--- config.mk ---
export PLATFORM = sky130hd
export DESIGN_NAME = cpt_seq
export DESIGN_NICKNAME = d
export VERILOG_FILES = /design/src/cpt_pkg.sv /design/src/cpt_seq.sv
export SDC_FILE = /design/constraint.sdc
export NUM_CORES = 1
export LEC_CHECK = 0
export BUFFER_PORTS_ARGS = -buffer_cell sky130_fd_sc_hd__buf_2
export CAP_MARGIN = 0
export CORE_ASPECT_RATIO = 1.2
export CORE_MARGIN = 3
export CORE_UTILIZATION = 55
export CTS_BUF_LIST = sky130_fd_sc_hd__clkbuf_2
export CTS_CLUSTER_DIAMETER = 50
export CTS_CLUSTER_SIZE = 24
export DETAILED_ROUTE_END_ITERATION = 7
export GPL_TIMING_DRIVEN = 1
export HOLD_SLACK_MARGIN = 0.1
export PLACE_DENSITY = 0.92
export SLEW_MARGIN = 25
export SYNTH_ARGS = -nofsm -noshare
export SYNTH_HDL_FRONTEND = slang
export SYNTH_SLANG_ARGS = --single-unit
--- constraint.sdc ---
create_clock -name clock -period 6.9 [get_ports clock]
set_input_delay 1.725 -clock clock [delete_from_list [all_inputs] [get_ports clock]]
set_output_delay 1.725 -clock clock [all_outputs]
set_load 0.02 [all_outputs]
--- src/cpt_pkg.sv ---
package cpt_pkg;

   localparam int TABLE_ENTRIES = 256;
   localparam int IDX_W = $clog2(TABLE_ENTRIES);
   localparam int CNT_W = $clog2(TABLE_ENTRIES + 1);
   localparam int OWNER_W = 32;
   localparam int CAPS_W = 32;
   localparam int SLOT_W = OWNER_W + CAPS_W;

   typedef enum logic [1:0] {
      OP_GRANT  = 2'd0,
      OP_REVOKE = 2'd1,
      OP_CHECK  = 2'd2,
      OP_GET    = 2'd3
   } op_type;

   typedef enum logic [1:0] {
      ST_FOUND  = 2'd0,
      ST_ABSENT = 2'd1,
      ST_FULL   = 2'd2
   } status_type;

   typedef enum logic [1:0] {
      S_IDLE,
      S_SCAN,
      S_DECIDE
   } state_type;

   typedef struct packed {
      logic              rd_en;
      logic              wr_en;
      logic [IDX_W-1:0]  addr;
      logic [SLOT_W-1:0] wr_data;
   } ram_req_type;

   typedef struct packed {
      logic              valid;
      logic              ok;
      status_type        status;
      logic [CAPS_W-1:0] caps;
   } result_type;

endpackage

--- src/cpt_seq.sv ---
module cpt_seq (
   input  logic                                clock,
   input  logic                                reset,
   input  logic                                req_valid,
   output logic                                req_ready,
   input  logic [1:0]                          req_opcode,
   input  logic [cpt_pkg::OWNER_W-1:0]         req_owner_id,
   input  logic [cpt_pkg::CAPS_W-1:0]          req_cap_mask,
   output cpt_pkg::ram_req_type                ram_req,
   input  logic [cpt_pkg::SLOT_W-1:0]          ram_rd_data,
   input  logic                                out_free,
   output cpt_pkg::result_type                 result
);

   cpt_pkg::state_type                 state_ff, state_in;
   cpt_pkg::op_type                    op_ff, op_in;
   logic [cpt_pkg::OWNER_W-1:0]        owner_ff, owner_in;
   logic [cpt_pkg::CAPS_W-1:0]         mask_ff, mask_in;
   logic [cpt_pkg::CNT_W-1:0]          count_ff, count_in;
   logic [cpt_pkg::CNT_W-1:0]          scan_ff, scan_in;
   logic                               rd_vld_ff, rd_vld_in;
   logic [cpt_pkg::IDX_W-1:0]          rd_idx_ff, rd_idx_in;
   logic                               hit_ff, hit_in;
   logic [cpt_pkg::IDX_W-1:0]          hit_idx_ff, hit_idx_in;
   logic [cpt_pkg::CAPS_W-1:0]         caps_ff, caps_in;
   logic                               owner_match;
   logic                               table_full;

   // the owner compare on the slot read back, used by the scan
   assign owner_match = (ram_rd_data[cpt_pkg::SLOT_W-1:cpt_pkg::CAPS_W] == owner_ff);
   assign table_full  = (count_ff == cpt_pkg::CNT_W'(cpt_pkg::TABLE_ENTRIES));

   always_ff @(posedge clock) begin
      if (reset) begin
         state_ff  <= cpt_pkg::S_IDLE;
         count_ff  <= '0;
         rd_vld_ff <= 1'b0;
      end else begin
         state_ff  <= state_in;
         count_ff  <= count_in;
         rd_vld_ff <= rd_vld_in;
      end
      op_ff      <= op_in;
      owner_ff   <= owner_in;
      mask_ff    <= mask_in;
      scan_ff    <= scan_in;
      rd_idx_ff  <= rd_idx_in;
      hit_ff     <= hit_in;
      hit_idx_ff <= hit_idx_in;
      caps_ff    <= caps_in;
   end

   always_comb begin
      state_in   = state_ff;
      op_in      = op_ff;
      owner_in   = owner_ff;
      mask_in    = mask_ff;
      count_in   = count_ff;
      scan_in    = scan_ff;
      rd_vld_in  = 1'b0;
      rd_idx_in  = rd_idx_ff;
      hit_in     = hit_ff;
      hit_idx_in = hit_idx_ff;
      caps_in    = caps_ff;
      req_ready  = 1'b0;
      ram_req    = '0;
      result     = '0;
      result.status = cpt_pkg::ST_ABSENT;

      unique case (state_ff)
         cpt_pkg::S_IDLE: begin
            req_ready = 1'b1;
            if (req_valid) begin
               op_in    = cpt_pkg::op_type'(req_opcode);
               owner_in = req_owner_id;
               mask_in  = req_cap_mask;
               scan_in  = '0;
               hit_in   = 1'b0;
               state_in = (count_ff == '0) ? cpt_pkg::S_DECIDE : cpt_pkg::S_SCAN;
            end
         end

         cpt_pkg::S_SCAN: begin
            priority if (rd_vld_ff && owner_match) begin
               hit_in     = 1'b1;
               hit_idx_in = rd_idx_ff;
               caps_in    = ram_rd_data[cpt_pkg::CAPS_W-1:0];
               state_in   = cpt_pkg::S_DECIDE;
            end else if (scan_ff == count_ff) begin
               if (!rd_vld_ff) begin
                  state_in = cpt_pkg::S_DECIDE;
               end
            end else begin
               ram_req.rd_en = 1'b1;
               ram_req.addr  = scan_ff[cpt_pkg::IDX_W-1:0];
               rd_vld_in     = 1'b1;
               rd_idx_in     = scan_ff[cpt_pkg::IDX_W-1:0];
               scan_in       = scan_ff + cpt_pkg::CNT_W'(1);
            end
         end

         cpt_pkg::S_DECIDE: begin
            if (out_free) begin
               result.valid = 1'b1;
               state_in     = cpt_pkg::S_IDLE;
               if (hit_ff) begin
                  result.status = cpt_pkg::ST_FOUND;
                  result.ok     = 1'b1;
                  result.caps   = caps_ff;
                  ram_req.addr  = hit_idx_ff;
                  unique case (op_ff)
                     cpt_pkg::OP_GRANT: begin
                        result.caps     = caps_ff | mask_ff;
                        ram_req.wr_en   = 1'b1;
                        ram_req.wr_data = {owner_ff, caps_ff | mask_ff};
                     end
                     cpt_pkg::OP_REVOKE: begin
                        result.caps     = caps_ff & ~mask_ff;
                        ram_req.wr_en   = 1'b1;
                        ram_req.wr_data = {owner_ff, caps_ff & ~mask_ff};
                     end
                     cpt_pkg::OP_CHECK: begin
                        result.ok = ((caps_ff & mask_ff) == mask_ff);
                     end
                     cpt_pkg::OP_GET: begin
                        result.ok = 1'b1;
                     end
                     default: begin
                        result.ok = 1'b1;
                     end
                  endcase
               end else if (op_ff == cpt_pkg::OP_GRANT) begin
                  if (table_full) begin
                     result.status = cpt_pkg::ST_FULL;
                  end else begin
                     // claim the next unused slot
                     result.status   = cpt_pkg::ST_FOUND;
                     result.ok       = 1'b1;
                     result.caps     = mask_ff;
                     ram_req.wr_en   = 1'b1;
                     ram_req.addr    = count_ff[cpt_pkg::IDX_W-1:0];
                     ram_req.wr_data = {owner_ff, mask_ff};
                     count_in        = count_ff + cpt_pkg::CNT_W'(1);
                  end
               end
            end
         end

         default: begin
            state_in = cpt_pkg::S_IDLE;
         end
      endcase
   end

endmodule

==> impl_results.html, run 1 <==
<table>
<tr><th>Metric</th><th>Value</th></tr>
<tr><th colspan="2">Timing</th></tr>
<tr><td>RSZ-0062 raised after global routing</td><td>false</td></tr>
<tr><td>Min Clock Period, post-route</td><td>5.49 ns</td></tr>
<tr><td>Maximum clock frequency</td><td>0.182 GHz</td></tr>
<tr><td>Worst max-slew margin expressed relative to the limit</td><td>0.367</td></tr>
<tr><td>Max Slew Vio Count</td><td>0</td></tr>
<tr><td>Setup-violating endpoint count in the final report</td><td>0</td></tr>
<tr><td>Count of final hold-check violations</td><td>0</td></tr>
<tr><td>Post-route fraction of the period consumed by the critical path</td><td>0.796</td></tr>
<tr><td>Worst Setup Slack, final</td><td>1.41 ns</td></tr>
<tr><td>Setup TNS</td><td>0 ns</td></tr>
<tr><td>Final clock skew</td><td>0.0442 ns</td></tr>
<tr><td>Slew at the pin closest to its max-slew limit</td><td>0.947 ns</td></tr>
<tr><th colspan="2">Setup path</th></tr>
<tr><td>Register-to-register setup slack</td><td>4.24 ns</td></tr>
<tr><td>Kind of launch point of the worst setup path</td><td>primary input</td></tr>
<tr><td>Depth of the worst register-to-register path</td><td>6</td></tr>
<tr><td>WP data required</td><td>5.18 ns</td></tr>
<tr><td>Data arrival time of the worst path</td><td>3.77 ns</td></tr>
<tr><td>Worst setup EP type</td><td>output pin</td></tr>
<tr><td>Max Fanout on Critical Path</td><td>11</td></tr>
<tr><td>Type of the worst setup path</td><td>primary input to output pin</td></tr>
<tr><th colspan="2">Synthesis</th></tr>
<tr><td>Async set or reset register ratio after synthesis</td><td>0</td></tr>
<tr><td>Area of the mapped netlist</td><td>7230 sq um</td></tr>
<tr><td>Count of different cell masters after synthesis</td><td>37</td></tr>
<tr><td>Synth warnings</td><td>0</td></tr>
<tr><td>Largest family of logic cells by synthesized area</td><td>simple AND/OR/NAND/NOR gates</td></tr>
<tr><td>Adder-Cell Fraction of Synth Area</td><td>0.0104</td></tr>
<tr><td>Post-synthesis share of cell area spent on and, or, nand and nor gates</td><td>0.180</td></tr>
<tr><td>Mux share of post-synthesis cell area</td><td>0.00277</td></tr>
<tr><td>Most instantiated cells after synthesis</td><td>124 x sky130_fd_sc_hd__edfxtp_1, 115 x sky130_fd_sc_hd__nand2_1, 73 x sky130_fd_sc_hd__a21oi_1</td></tr>
<tr><td>Post-Synth XOR/XNOR Area</td><td>0.0630</td></tr>
<tr><td>Portion of synthesized cell area occupied by the leading cell type</td><td>0.515</td></tr>
<tr><td>Share of the synthesized area in compound gates (AO/OA/AOI/OAI)</td><td>0.145</td></tr>
<tr><td>Cell type contributing the most total cell area after synthesis</td><td>sky130_fd_sc_hd__edfxtp_1</td></tr>
<tr><td>Synthesized area per cell</td><td>10.0 sq um</td></tr>
<tr><td>Synthesized instance count</td><td>721</td></tr>
<tr><td>Sequential fraction of the synthesis area</td><td>0.548</td></tr>
<tr><td>Dominant cells by area after synthesis</td><td>sky130_fd_sc_hd__edfxtp_1 52%, sky130_fd_sc_hd__nand2_1 6.0%, sky130_fd_sc_hd__a21oi_1 5.1%, sky130_fd_sc_hd__xnor2_1 4.4%, sky130_fd_sc_hd__dfxtp_1 3.3%</td></tr>
<tr><td>Cell with the most instances after synthesis</td><td>sky130_fd_sc_hd__edfxtp_1</td></tr>
<tr><td>Total nets after synthesis</td><td>861</td></tr>
<tr><td>Most used flip-flop cell after synthesis</td><td>sky130_fd_sc_hd__edfxtp_1</td></tr>
<tr><td>EDFF count, synth</td><td>124</td></tr>
<tr><td>Number of synthesized register bits</td><td>136</td></tr>
<tr><th colspan="2">Drt</th></tr>
<tr><td>1st-iter DRT viols</td><td>535</td></tr>
<tr><td>Post-DR vias/cell</td><td>5.67</td></tr>
<tr><td>Final WL</td><td>21,000 um</td></tr>
<tr><td>Vias post-DR</td><td>6,380</td></tr>
<tr><td>Final antenna-violating net count</td><td>0</td></tr>
<tr><td>Avg WL per Cell</td><td>18.6 um</td></tr>
<tr><td>Number of remaining DRC errors</td><td>0</td></tr>
<tr><td>First drt pass iteration count</td><td>7</td></tr>
<tr><th colspan="2">Die</th></tr>
<tr><td>Full die area</td><td>14,600 sq um</td></tr>
<tr><td>Die width</td><td>111 um</td></tr>
<tr><td>Die Y-Extent</td><td>132 um</td></tr>
<tr><td>Std-Cell Core Area</td><td>12,800 sq um</td></tr>
<tr><td>I/O Pins</td><td>245</td></tr>
<tr><td>Initial Util</td><td>0.566</td></tr>
<tr><td>Number of cell rows</td><td>45</td></tr>
<tr><th colspan="2">Power and ir drop</th></tr>
<tr><td>Power per Cell Area</td><td>208 nW/um^2</td></tr>
<tr><td>Peak VDD IR</td><td>0.156 mV</td></tr>
<tr><td>Leak</td><td>3.65 nW</td></tr>
<tr><th colspan="2">Placement</th></tr>
<tr><td>PortBufs</td><td>244</td></tr>
<tr><td>Final estimated routing congestion in global placement</td><td>0.844</td></tr>
<tr><td>Final HPWL from detailed placement</td><td>14,800 um</td></tr>
<tr><td>Pre-CTS worst setup slack</td><td>1.44 ns</td></tr>
<tr><th colspan="2">Clocking</th></tr>
<tr><td>Clock edge transition at the registers on the reported setup and hold paths</td><td>0.23 ns</td></tr>
<tr><td>Count of instances resized after the clock tree is built</td><td>0</td></tr>
<tr><td>Setup Buffers After CTS</td><td>0</td></tr>
<tr><td>Clock tree from TritonCTS</td><td>built</td></tr>
<tr><td>TritonCTS Buffers</td><td>17</td></tr>
<tr><td>Clock tree sinks</td><td>136</td></tr>
<tr><td>Total number of H-tree levels</td><td>4</td></tr>
<tr><td>Root cell of the clock tree</td><td>sky130_fd_sc_hd__clkbuf_2</td></tr>
<tr><td>Worst-Skew Late Latency</td><td>0.67 ns</td></tr>
<tr><td>Worst-case clock buffer depth</td><td>2</td></tr>
<tr><td>Total of hold buffers inserted after clock tree synthesis</td><td>0</td></tr>
<tr><th colspan="2">Cells and area</th></tr>
<tr><td>Layout-stage area growth over the synthesis result</td><td>21.2%</td></tr>
<tr><td>Fill cells</td><td>978</td></tr>
<tr><td>Post-layout utilization of the core</td><td>0.685</td></tr>
<tr><td>Area of combinational cells with multiple inputs</td><td>2910 sq um</td></tr>
<tr><td>Layout cell share with drive strength beyond 1</td><td>0.303</td></tr>
<tr><td>Register area</td><td>3960 sq um</td></tr>
<tr><td>Number of nets in the finished design</td><td>1,087</td></tr>
<tr><th colspan="2">Global routing</th></tr>
<tr><td>Overflow after GRT</td><td>0</td></tr>
<tr><td>Number of antenna violations at the first check in global routing</td><td>3</td></tr>
<tr><td>Largest net degree at the start of global routing</td><td>103</td></tr>
<tr><td>First-pass GRT wire length</td><td>32,300 um</td></tr>
<tr><td>Overall routing resource usage</td><td>0.280</td></tr>
<tr><td>Vias in the first global route</td><td>6,384</td></tr>
<tr><th colspan="2">Min path</th></tr>
<tr><td>Instance count along the most critical hold path</td><td>0</td></tr>
<tr><td>Type of the worst min-delay path</td><td>register to register</td></tr>
<tr><th colspan="2">Outcome</th></tr>
<tr><td>Status</td><td>completed</td></tr>
<tr><th colspan="2">Run</th></tr>
<tr><td>Max-capacitance violation count</td><td>0</td></tr>
</table>
final cells by class:
class | instances | area share
inverter | 42 | 0.0180
tap | 164 | 0.0234
clock inverter | 14 | 0.0169
clock buffer | 18 | 0.0103
timing repair buffer | 252 | 0.146
antenna | 1 | 0.000286
sequential | 136 | 0.453
multi-input combinational | 498 | 0.332
final timing paths:
kind,to,start
worst max-delay path,ram_req[73],ram_rd_data[33]
worst min-delay path,hit_idx_ff[2]$_DFFE_PP_,rd_idx_ff[2]$_DFFE_PP_
worst max register to register,scan_ff[3]$_SDFFCE_PN0P_,owner_ff[1]$_DFFE_PP_
worst min register to register,hit_idx_ff[2]$_DFFE_PP_,rd_idx_ff[2]$_DFFE_PP_
cells in the final DEF (no fill, tap or decap), types with 8 or more instances in the layout:
master and count:
sky130_fd_sc_hd__o21bai_1 32, sky130_fd_sc_hd__nand2_1 115, sky130_fd_sc_hd__xnor2_1 36, sky130_fd_sc_hd__and2_1 34, sky130_fd_sc_hd__nor2_1 21, sky130_fd_sc_hd__xor2_1 16
sky130_fd_sc_hd__nor4_1 8, sky130_fd_sc_hd__o21ai_0 46, sky130_fd_sc_hd__a21oi_1 73, sky130_fd_sc_hd__o22ai_1 16, sky130_fd_sc_hd__nand4_1 13, sky130_fd_sc_hd__dfxtp_1 12
sky130_fd_sc_hd__clkbuf_2 18, sky130_fd_sc_hd__buf_4 8, sky130_fd_sc_hd__a22o_1 8, sky130_fd_sc_hd__buf_2 244, sky130_fd_sc_hd__nand3b_1 32, sky130_fd_sc_hd__inv_1 41
sky130_fd_sc_hd__edfxtp_1 124, sky130_fd_sc_hd__nand3_1 16
metrics by stage:
step	total power, mW	cells	cell area (sq um)	hold WS, ns
final	1.83	1125	8760	0.440
after global routing	1.91	1125	8760	0.427
after CTS	1.84	1124	8760	0.427
after detailed placement	1.36	1092	8520	0.407
after global placement	1.35	1092	8520	0.403
after floorplan	1.23	721	7230	0.400
sequential cells by signal, indices dropped and copies added (netlist names):
register,cells
caps_ff,32
count_ff,9
hit_ff,1
hit_idx_ff,8
mask_ff,32
op_ff,2
owner_ff,32
rd_idx_ff,8
rd_vld_ff,1
scan_ff,9
state_ff,2
power breakdown:
| group | internal (mW) | switching [mW] | total (mW) | leakage, nW |
|---|---|---|---|---|
| Combinational | 0.129 | 0.218 | 0.347 | 2.24 |
| Clock | 0.170 | 0.308 | 0.478 | 0.145 |
| Sequential | 0.958 | 0.0427 | 1.00 | 1.26 |
cell families after synthesis:
family / after synthesis
buffers and inverters: 87
xor gates and xnor gates: 52
muxes: 2
AOI/OAI and AO/OA: 180
adders and majority gates: 6
and+or+nand+nor: 258
DFF: 136
metal layers:
metal  part of all wire  up-vias  GRT usage
met4              0.020        4     0.0849
met3              0.089       38     0.0691
met5            0.00095        -          0
met1               0.36     2987      0.316
met2               0.53      358      0.518
li1                   -     2993          -
critical path, cell delays in order:
cell and delay [ns]:
sky130_fd_sc_hd__buf_2 0.10, sky130_fd_sc_hd__xnor2_1 0.21, sky130_fd_sc_hd__nand4_1 0.13, sky130_fd_sc_hd__nor4_1 0.53, sky130_fd_sc_hd__nand3_1 0.18, sky130_fd_sc_hd__nand2_1 0.37
sky130_fd_sc_hd__nor2_1 0.28, sky130_fd_sc_hd__buf_2 0.24
(Power assumes the default switching activity.)
==> run 2: changes to the inputs <==
--- a/config.mk
+++ b/config.mk
@@ -9,14 +9,14 @@
 export CAP_MARGIN = 0
 export CORE_ASPECT_RATIO = 1.2
 export CORE_MARGIN = 3
-export CORE_UTILIZATION = 55
+export CORE_UTILIZATION = 47
 export CTS_BUF_LIST = sky130_fd_sc_hd__clkbuf_2
 export CTS_CLUSTER_DIAMETER = 50
 export CTS_CLUSTER_SIZE = 24
 export DETAILED_ROUTE_END_ITERATION = 7
 export GPL_TIMING_DRIVEN = 1
 export HOLD_SLACK_MARGIN = 0.1
-export PLACE_DENSITY = 0.92
+export PLACE_DENSITY = 0.84
 export SLEW_MARGIN = 25
 export SYNTH_ARGS = -nofsm -noshare
 export SYNTH_HDL_FRONTEND = slang
==> constraint.sdc (replaced) <==
create_clock -name clock -period 5 [get_ports clock]
set_input_delay 1.25 -clock clock [delete_from_list [all_inputs] [get_ports clock]]
set_output_delay 1.25 -clock clock [all_outputs]
set_load 0.02 [all_outputs]
==> run 2 against run 1 <==
Clock power up 56%. Final cell count up 3.7%. First-iteration DRC count down 33%. Core utilization down 9.5 points. Global-route usage down 4.3 points. Count of clock-buffer cells in the layout down 1. Clock skew down 0.0082 ns. Register-to-register slack worse by 1.7 ns. Wire length down 4.3%. Highest routed layer unchanged. Worst setup slack worse by 1.0 ns. Critical path type is now register to output pin. Die area up 16%. Sequential power up 38%.
==> impl_results.html, run 2 (same netlist as run 1, synthesis figures left out) <==
<table>
<tr><th>Metric</th><th>Value</th></tr>
<tr><th colspan="2">Outcome</th></tr>
<tr><td>Status</td><td>completed</td></tr>
<tr><th colspan="2">Drt</th></tr>
<tr><td>Post-DR vias/cell</td><td>5.33</td></tr>
<tr><td>Final antenna-violating net count</td><td>0</td></tr>
<tr><td>Number of remaining DRC errors</td><td>0</td></tr>
<tr><td>Avg WL per Cell</td><td>17.2 um</td></tr>
<tr><td>Final WL</td><td>20,100 um</td></tr>
<tr><td>Vias post-DR</td><td>6,217</td></tr>
<tr><td>1st-iter DRT viols</td><td>358</td></tr>
<tr><td>First drt pass iteration count</td><td>6</td></tr>
<tr><th colspan="2">Clocking</th></tr>
<tr><td>Clock tree from TritonCTS</td><td>built</td></tr>
<tr><td>Root cell of the clock tree</td><td>sky130_fd_sc_hd__clkbuf_2</td></tr>
<tr><td>Clock tree sinks</td><td>136</td></tr>
<tr><td>Count of instances resized after the clock tree is built</td><td>0</td></tr>
<tr><td>Worst-case clock buffer depth</td><td>2</td></tr>
<tr><td>Total number of H-tree levels</td><td>4</td></tr>
<tr><td>Setup Buffers After CTS</td><td>0</td></tr>
<tr><td>Clock edge transition at the registers on the reported setup and hold paths</td><td>0.22 ns</td></tr>
<tr><td>Total of hold buffers inserted after clock tree synthesis</td><td>0</td></tr>
<tr><td>TritonCTS Buffers</td><td>17</td></tr>
<tr><td>Worst-Skew Late Latency</td><td>0.72 ns</td></tr>
<tr><th colspan="2">Cells and area</th></tr>
<tr><td>Layout-stage area growth over the synthesis result</td><td>22.6%</td></tr>
<tr><td>Layout cell share with drive strength beyond 1</td><td>0.304</td></tr>
<tr><td>Number of antenna diodes</td><td>0</td></tr>
<tr><td>Area of combinational cells with multiple inputs</td><td>2910 sq um</td></tr>
<tr><td>Commonest non-fill, non-tap cell in the layout</td><td>sky130_fd_sc_hd__buf_2</td></tr>
<tr><td>Largest registers ranked by flip-flop count</td><td>caps_ff: 32 flops, mask_ff: 32 flops, owner_ff: 32 flops</td></tr>
<tr><td>Number of nets in the finished design</td><td>1,090</td></tr>
<tr><td>Top library cells by usage in the layout, fill and taps aside</td><td>244 x sky130_fd_sc_hd__buf_2, 124 x sky130_fd_sc_hd__edfxtp_1, 115 x sky130_fd_sc_hd__nand2_1, 73 x sky130_fd_sc_hd__a21oi_1, 46 x sky130_fd_sc_hd__o21ai_0</td></tr>
<tr><td>Register area</td><td>3960 sq um</td></tr>
<tr><td>Fill cells</td><td>1,303</td></tr>
<tr><th colspan="2">Timing</th></tr>
<tr><td>RSZ-0062 raised after global routing</td><td>false</td></tr>
<tr><td>Slew at the pin closest to its max-slew limit</td><td>0.948 ns</td></tr>
<tr><td>Max Slew Vio Count</td><td>0</td></tr>
<tr><td>Count of final hold-check violations</td><td>0</td></tr>
<tr><td>Maximum clock frequency</td><td>0.218 GHz</td></tr>
<tr><td>Setup-violating endpoint count in the final report</td><td>0</td></tr>
<tr><td>Fin Hold WS</td><td>0.457 ns</td></tr>
<tr><td>Worst max-slew margin expressed relative to the limit</td><td>0.368</td></tr>
<tr><td>Min Clock Period, post-route</td><td>4.59 ns</td></tr>
<tr><td>Post-route fraction of the period consumed by the critical path</td><td>0.918</td></tr>
<tr><td>Setup TNS</td><td>0 ns</td></tr>
<tr><td>Final clock skew</td><td>0.0360 ns</td></tr>
<tr><th colspan="2">Global routing</th></tr>
<tr><td>Fraction of met1 tracks used by global routing</td><td>0.272</td></tr>
<tr><td>Overflow after GRT</td><td>0</td></tr>
<tr><td>First-pass GRT wire length</td><td>31,300 um</td></tr>
<tr><td>Met3 track demand over resource</td><td>0.0789</td></tr>
<tr><td>Largest net degree at the start of global routing</td><td>99</td></tr>
<tr><td>Most congested layer reported by global routing</td><td>met2</td></tr>
<tr><td>Overall routing resource usage</td><td>0.237</td></tr>
<tr><td>Number of antenna violations at the first check in global routing</td><td>2</td></tr>
<tr><td>Met2 capacity usage during global routing</td><td>0.419</td></tr>
<tr><td>Vias in the first global route</td><td>6,157</td></tr>
<tr><th colspan="2">Placement</th></tr>
<tr><td>Final HPWL from detailed placement</td><td>14,300 um</td></tr>
<tr><td>Final estimated routing congestion in global placement</td><td>0.834</td></tr>
<tr><td>PortBufs</td><td>244</td></tr>
<tr><th colspan="2">Power and ir drop</th></tr>
<tr><td>Power per Cell Area</td><td>293 nW/um^2</td></tr>
<tr><td>Leak</td><td>3.68 nW</td></tr>
<tr><td>Peak VDD IR</td><td>0.193 mV</td></tr>
<tr><th colspan="2">Setup path</th></tr>
<tr><td>Critical-path top delay cell</td><td>sky130_fd_sc_hd__dfxtp_1</td></tr>
<tr><td>Worst setup EP type</td><td>output pin</td></tr>
<tr><td>Depth of the worst register-to-register path</td><td>6</td></tr>
<tr><td>Data arrival time of the worst path</td><td>3.34 ns</td></tr>
<tr><td>Bufs and invs on worst path</td><td>3</td></tr>
<tr><td>Type of the worst setup path</td><td>register to output pin</td></tr>
<tr><td>Critical-path cell list</td><td>inv_1 -&gt; ha_1 -&gt; nor4b_2 -&gt; nand3_1 -&gt; and2_4 -&gt; buf_4 -&gt; nand3b_1 -&gt; a21oi_1 -&gt; o21bai_1 -&gt; buf_2</td></tr>
<tr><td>Max Fanout on Critical Path</td><td>50</td></tr>
<tr><td>Kind of launch point of the worst setup path</td><td>register</td></tr>
<tr><td>WP data required</td><td>3.75 ns</td></tr>
<tr><td>Largest stage delay on the critical path</td><td>0.53 ns</td></tr>
<tr><td>Crit path depth</td><td>10</td></tr>
<tr><td>Family with the most delay on the worst path</td><td>simple AND/OR/NAND/NOR gates</td></tr>
<tr><th colspan="2">Die</th></tr>
<tr><td>Number of cell rows</td><td>49</td></tr>
<tr><td>Die width</td><td>119 um</td></tr>
<tr><td>Full die area</td><td>16,900 sq um</td></tr>
<tr><td>Std-Cell Core Area</td><td>15,000 sq um</td></tr>
<tr><td>Die Y-Extent</td><td>142 um</td></tr>
<tr><td>Initial Util</td><td>0.481</td></tr>
<tr><td>I/O Pins</td><td>245</td></tr>
<tr><th colspan="2">Min path</th></tr>
<tr><td>Instance count along the most critical hold path</td><td>0</td></tr>
<tr><td>Type of the worst min-delay path</td><td>register to register</td></tr>
<tr><th colspan="2">Run</th></tr>
<tr><td>Max-capacitance violation count</td><td>0</td></tr>
</table>
[run 2: changes by cell type in the layout (fill, tap and decap cells not counted)]
cell / previous run / this run
sky130_fd_sc_hd__clkbuf_2: 18 / 17
sky130_fd_sc_hd__inv_6: 3 / 7
sky130_fd_sc_hd__clkinv_2: 4 / 0
sky130_fd_sc_hd__bufinv_16: 2 / 3
sky130_fd_sc_hd__buf_4: 8 / 11
sky130_fd_sc_hd__diode_2: 1 / 0
sky130_fd_sc_hd__clkinv_1: 1 / 2
sky130_fd_sc_hd__clkinvlp_4: 2 / 1
[run 2: worst register-to-register path: cells and delay by family, from the launching register on]
kind	cells	cell delay [ns]
DFF	1	0.48
and+or+nand+nor	4	1.12
xor gates and xnor gates	1	0.19
AOI/OAI and AO/OA	1	0.35
[run 2: layout make-up]
type | count | area share
clock buffers | 17 | 0.00960
well taps | 204 | 0.0288
multi-input cells | 498 | 0.328
clock inverters | 15 | 0.0213
flip-flops and latches | 136 | 0.447
repair buffers | 255 | 0.147
inverters | 42 | 0.0178
[run 2: power breakdown]
| part | leakage, nW | switching, mW | internal [mW] |
|---|---|---|---|
| clock network | 0.159 | 0.455 | 0.292 |
| registers | 1.26 | 0.0561 | 1.32 |
| logic | 2.26 | 0.292 | 0.178 |
| total | 3.68 | 0.803 | 1.79 |
[run 2: metrics by stage]
stage,power [mW],util,worst slack (ns),cells,instance area (sq um)
final,2.60,0.590,0.409,1167,8860
after global routing,2.72,0.590,0.123,1167,8860
after CTS,2.62,0.590,0.343,1167,8860
after detailed placement,1.87,0.572,0.652,1135,8590
after global placement,1.86,0.572,0.675,1135,8590
after floorplan,1.70,-,0.880,721,7230
[run 2: path summary, 6_finish.rpt]
| path | slack, ns | startpoint | endpoint |
|---|---|---|---|
| worst max-delay path | 0.41 | count_ff[0]$_SDFFE_PP0P_ | result[21] |
| worst min-delay path | 0.46 | rd_idx_ff[1]$_DFFE_PP_ | hit_idx_ff[1]$_DFFE_PP_ |
| worst max register to register | 2.54 | owner_ff[26]$_DFFE_PP_ | scan_ff[8]$_SDFFCE_PN0P_ |
| worst min register to register | 0.46 | rd_idx_ff[1]$_DFFE_PP_ | hit_idx_ff[1]$_DFFE_PP_ |
[run 2: per-layer routing]
metal / vias up / routed length (um)
met5: - / 27
met4: 4 / 389
met3: 34 / 1760
met2: 291 / 10300
met1: 2891 / 7620
li1: 2997 / -
==> run 3: changes to the inputs <==
--- a/config.mk
+++ b/config.mk
@@ -6,9 +6,9 @@
 export NUM_CORES = 1
 export LEC_CHECK = 0
 export BUFFER_PORTS_ARGS = -buffer_cell sky130_fd_sc_hd__buf_2
-export CAP_MARGIN = 0
+export CAP_MARGIN = 20
 export CORE_ASPECT_RATIO = 1.2
-export CORE_MARGIN = 3
+export CORE_MARGIN = 2
 export CORE_UTILIZATION = 47
 export CTS_BUF_LIST = sky130_fd_sc_hd__clkbuf_2
 export CTS_CLUSTER_DIAMETER = 50
==> run 3 against run 2 <==
Worst setup slack improved by 0.020 ns. Wire length is 0.15% higher. Clock skew down 0.00060 ns. Critical path depth is the same. Register-to-register slack lost 0.22 ns. Total power fell by 0.13%. Fmax increased by 0.44%. Largest power group unchanged. Non-clock buffer count is the same.
==> impl_results.html, run 3 (same netlist as run 1, synthesis figures left out) <==
<table>
<tr><th>Metric</th><th>Value</th></tr>
<tr><th colspan="2">Clocking</th></tr>
<tr><td>Root cell of the clock tree</td><td>sky130_fd_sc_hd__clkbuf_2</td></tr>
<tr><td>Total number of H-tree levels</td><td>4</td></tr>
<tr><td>Worst-Skew Late Latency</td><td>0.70 ns</td></tr>
<tr><td>Setup Buffers After CTS</td><td>0</td></tr>
<tr><td>Count of instances resized after the clock tree is built</td><td>0</td></tr>
<tr><td>Worst-case clock buffer depth</td><td>2</td></tr>
<tr><td>Clock tree sinks</td><td>136</td></tr>
<tr><td>Total of hold buffers inserted after clock tree synthesis</td><td>0</td></tr>
<tr><td>Clock edge transition at the registers on the reported setup and hold paths</td><td>0.21 ns</td></tr>
<tr><td>Clock tree from TritonCTS</td><td>built</td></tr>
<tr><td>TritonCTS Buffers</td><td>17</td></tr>
<tr><th colspan="2">Timing</th></tr>
<tr><td>Post-route fraction of the period consumed by the critical path</td><td>0.914</td></tr>
<tr><td>RSZ-0062 raised after global routing</td><td>false</td></tr>
<tr><td>Max Slew Vio Count</td><td>0</td></tr>
<tr><td>Worst max-slew margin expressed relative to the limit</td><td>0.361</td></tr>
<tr><td>Setup-violating endpoint count in the final report</td><td>0</td></tr>
<tr><td>Setup TNS</td><td>0 ns</td></tr>
<tr><td>Final clock skew</td><td>0.0354 ns</td></tr>
<tr><td>Maximum clock frequency</td><td>0.219 GHz</td></tr>
<tr><td>Min Clock Period, post-route</td><td>4.57 ns</td></tr>
<tr><td>Count of final hold-check violations</td><td>0</td></tr>
<tr><td>Slew at the pin closest to its max-slew limit</td><td>0.959 ns</td></tr>
<tr><th colspan="2">Run</th></tr>
<tr><td>Max-capacitance violation count</td><td>0</td></tr>
<tr><th colspan="2">Cells and area</th></tr>
<tr><td>Top library cells by usage in the layout, fill and taps aside</td><td>244 x sky130_fd_sc_hd__buf_2, 124 x sky130_fd_sc_hd__edfxtp_1, 115 x sky130_fd_sc_hd__nand2_1, 73 x sky130_fd_sc_hd__a21oi_1, 46 x sky130_fd_sc_hd__o21ai_0</td></tr>
<tr><td>Commonest non-fill, non-tap cell in the layout</td><td>sky130_fd_sc_hd__buf_2</td></tr>
<tr><td>Number of nets in the finished design</td><td>1,090</td></tr>
<tr><td>Layout-stage area growth over the synthesis result</td><td>22.7%</td></tr>
<tr><td>Largest registers ranked by flip-flop count</td><td>caps_ff: 32 flops, mask_ff: 32 flops, owner_ff: 32 flops</td></tr>
<tr><td>Layout cell share with drive strength beyond 1</td><td>0.305</td></tr>
<tr><th colspan="2">Min path</th></tr>
<tr><td>Hold_sp</td><td>rd_idx_ff[1]$_DFFE_PP_</td></tr>
<tr><td>Type of the worst min-delay path</td><td>register to register</td></tr>
<tr><th colspan="2">Global routing</th></tr>
<tr><td>Number of antenna violations at the first check in global routing</td><td>4</td></tr>
<tr><td>Vias in the first global route</td><td>5,969</td></tr>
<tr><td>Overall routing resource usage</td><td>0.239</td></tr>
<tr><td>Overflow after GRT</td><td>0</td></tr>
<tr><td>Largest net degree at the start of global routing</td><td>99</td></tr>
<tr><td>First-pass GRT wire length</td><td>29,700 um</td></tr>
<tr><th colspan="2">Setup path</th></tr>
<tr><td>Max Fanout on Critical Path</td><td>45</td></tr>
<tr><td>Critical R2R Launch</td><td>owner_ff[25]$_DFFE_PP_</td></tr>
<tr><td>Kind of launch point of the worst setup path</td><td>register</td></tr>
<tr><td>Largest stage delay on the critical path</td><td>0.54 ns</td></tr>
<tr><td>Endpoint of the worst register-to-register path</td><td>caps_ff[17]$_DFFE_PP_</td></tr>
<tr><td>Crit path depth</td><td>10</td></tr>
<tr><td>WP data required</td><td>3.75 ns</td></tr>
<tr><td>Bufs and invs on worst path</td><td>3</td></tr>
<tr><td>Critical-path top delay cell</td><td>sky130_fd_sc_hd__dfxtp_1</td></tr>
<tr><td>Type of the worst setup path</td><td>register to output pin</td></tr>
<tr><td>Worst setup EP type</td><td>output pin</td></tr>
<tr><td>Critical-path cell list</td><td>inv_1 -&gt; ha_1 -&gt; nor4b_2 -&gt; nand3_1 -&gt; and2_4 -&gt; buf_4 -&gt; nand3b_1 -&gt; a21oi_1 -&gt; o21bai_1 -&gt; buf_2</td></tr>
<tr><td>Register-to-register setup slack</td><td>2.32 ns</td></tr>
<tr><td>Family with the most delay on the worst path</td><td>simple AND/OR/NAND/NOR gates</td></tr>
<tr><td>Launch point of the worst path</td><td>count_ff[0]$_SDFFE_PP0P_</td></tr>
<tr><td>Depth of the worst register-to-register path</td><td>6</td></tr>
<tr><td>Last element of the critical path</td><td>result[29]</td></tr>
<tr><td>Data arrival time of the worst path</td><td>3.32 ns</td></tr>
<tr><th colspan="2">Die</th></tr>
<tr><td>Number of cell rows</td><td>49</td></tr>
<tr><td>I/O Pins</td><td>245</td></tr>
<tr><td>Die Y-Extent</td><td>140 um</td></tr>
<tr><td>Initial Util</td><td>0.481</td></tr>
<tr><td>Die width</td><td>117 um</td></tr>
<tr><td>Std-Cell Core Area</td><td>15,000 sq um</td></tr>
<tr><td>Full die area</td><td>16,400 sq um</td></tr>
<tr><th colspan="2">Power and ir drop</th></tr>
<tr><td>Switching part of the total power</td><td>0.309</td></tr>
<tr><td>Power per Cell Area</td><td>292 nW/um^2</td></tr>
<tr><td>Power Internal</td><td>1.79 mW</td></tr>
<tr><td>Peak VDD IR</td><td>0.222 mV</td></tr>
<tr><td>Sum of internal, switching and leakage power</td><td>2.59 mW</td></tr>
<tr><td>Leak</td><td>3.68 nW</td></tr>
<tr><td>Clock network fraction of design power</td><td>0.285</td></tr>
<tr><td>Switching power</td><td>800 uW</td></tr>
<tr><td>Fraction of power consumed by sequential logic</td><td>0.532</td></tr>
<tr><td>Combinational power share</td><td>0.182</td></tr>
<tr><th colspan="2">Drt</th></tr>
<tr><td>1st-iter DRT viols</td><td>382</td></tr>
<tr><td>Post-DR vias/cell</td><td>5.33</td></tr>
<tr><td>Final WL</td><td>20,100 um</td></tr>
<tr><td>Vias post-DR</td><td>6,236</td></tr>
<tr><td>Number of remaining DRC errors</td><td>0</td></tr>
<tr><td>Avg WL per Cell</td><td>17.2 um</td></tr>
<tr><td>First drt pass iteration count</td><td>5</td></tr>
<tr><td>Final antenna-violating net count</td><td>0</td></tr>
<tr><th colspan="2">Placement</th></tr>
<tr><td>Final estimated routing congestion in global placement</td><td>0.830</td></tr>
<tr><td>PortBufs</td><td>244</td></tr>
<tr><td>Final HPWL from detailed placement</td><td>14,400 um</td></tr>
<tr><th colspan="2">Outcome</th></tr>
<tr><td>Status</td><td>completed</td></tr>
</table>
## run 3: cell count changes in the layout (fill, tap and decap cells not counted)
cell and change:
sky130_fd_sc_hd__inv_6 -3, sky130_fd_sc_hd__diode_2 +2, sky130_fd_sc_hd__clkinv_1 -1, sky130_fd_sc_hd__clkinv_2 +1, sky130_fd_sc_hd__clkinv_4 +1, sky130_fd_sc_hd__clkinvlp_4 +1
sky130_fd_sc_hd__inv_8 +1
## run 3: per-stage QoR
step	instance area [sq um]	setup WS (ns)	util	hold slack (ns)	cells
3_5_place_dp	8590	0.632	0.572	0.409	1135
5_1_grt	8870	0.0871	0.591	0.467	1169
3_3_place_gp	8590	0.643	0.572	0.401	1135
6_report	8870	0.430	0.591	0.451	1169
2_1_floorplan	7230	0.880	-	0.400	721
4_1_cts	8870	0.348	0.590	0.461	1167
## run 3: worst min-delay path by stage
stage                              end  cells past startpoint
5_1_grt        hit_idx_ff[1]$_DFFE_PP_                      0
4_1_cts        hit_idx_ff[4]$_DFFE_PP_                      0
3_3_place_gp   hit_idx_ff[4]$_DFFE_PP_                      0
6_report       hit_idx_ff[1]$_DFFE_PP_                      0
3_5_place_dp   hit_idx_ff[1]$_DFFE_PP_                      0
2_1_floorplan  hit_idx_ff[0]$_DFFE_PP_                      0
## run 3: layout make-up
cell class              count  area, sq um
clock inverters            15          191
clock buffers              17         85.1
well taps                 204          255
diodes                      2         5.00
flip-flops and latches    136         3960
inverters                  42          158
fillers                  1313         6150
multi-input cells         498         2910
repair buffers            255         1300
## run 3: power by group through the flow
stage / combinational [mW] / sequential (mW) / clock, mW
2_1_floorplan: 0.318 / 1.38 / 0
3_3_place_gp: 0.461 / 1.40 / 0
3_5_place_dp: 0.473 / 1.40 / 0
4_1_cts: 0.474 / 1.38 / 0.760
5_1_grt: 0.518 / 1.39 / 0.800
6_report: 0.472 / 1.38 / 0.740
## run 3: layer usage
| layer | vias up | wire (um) | GRT usage |
|---|---|---|---|
| met5 | - | 13 | 0 |
| met3 | 31 | 1690 | 0.0823 |
| met4 | 2 | 424 | 0.0916 |
| met1 | 2921 | 7690 | 0.265 |
| met2 | 273 | 10300 | 0.416 |
| li1 | 3009 | - | - |
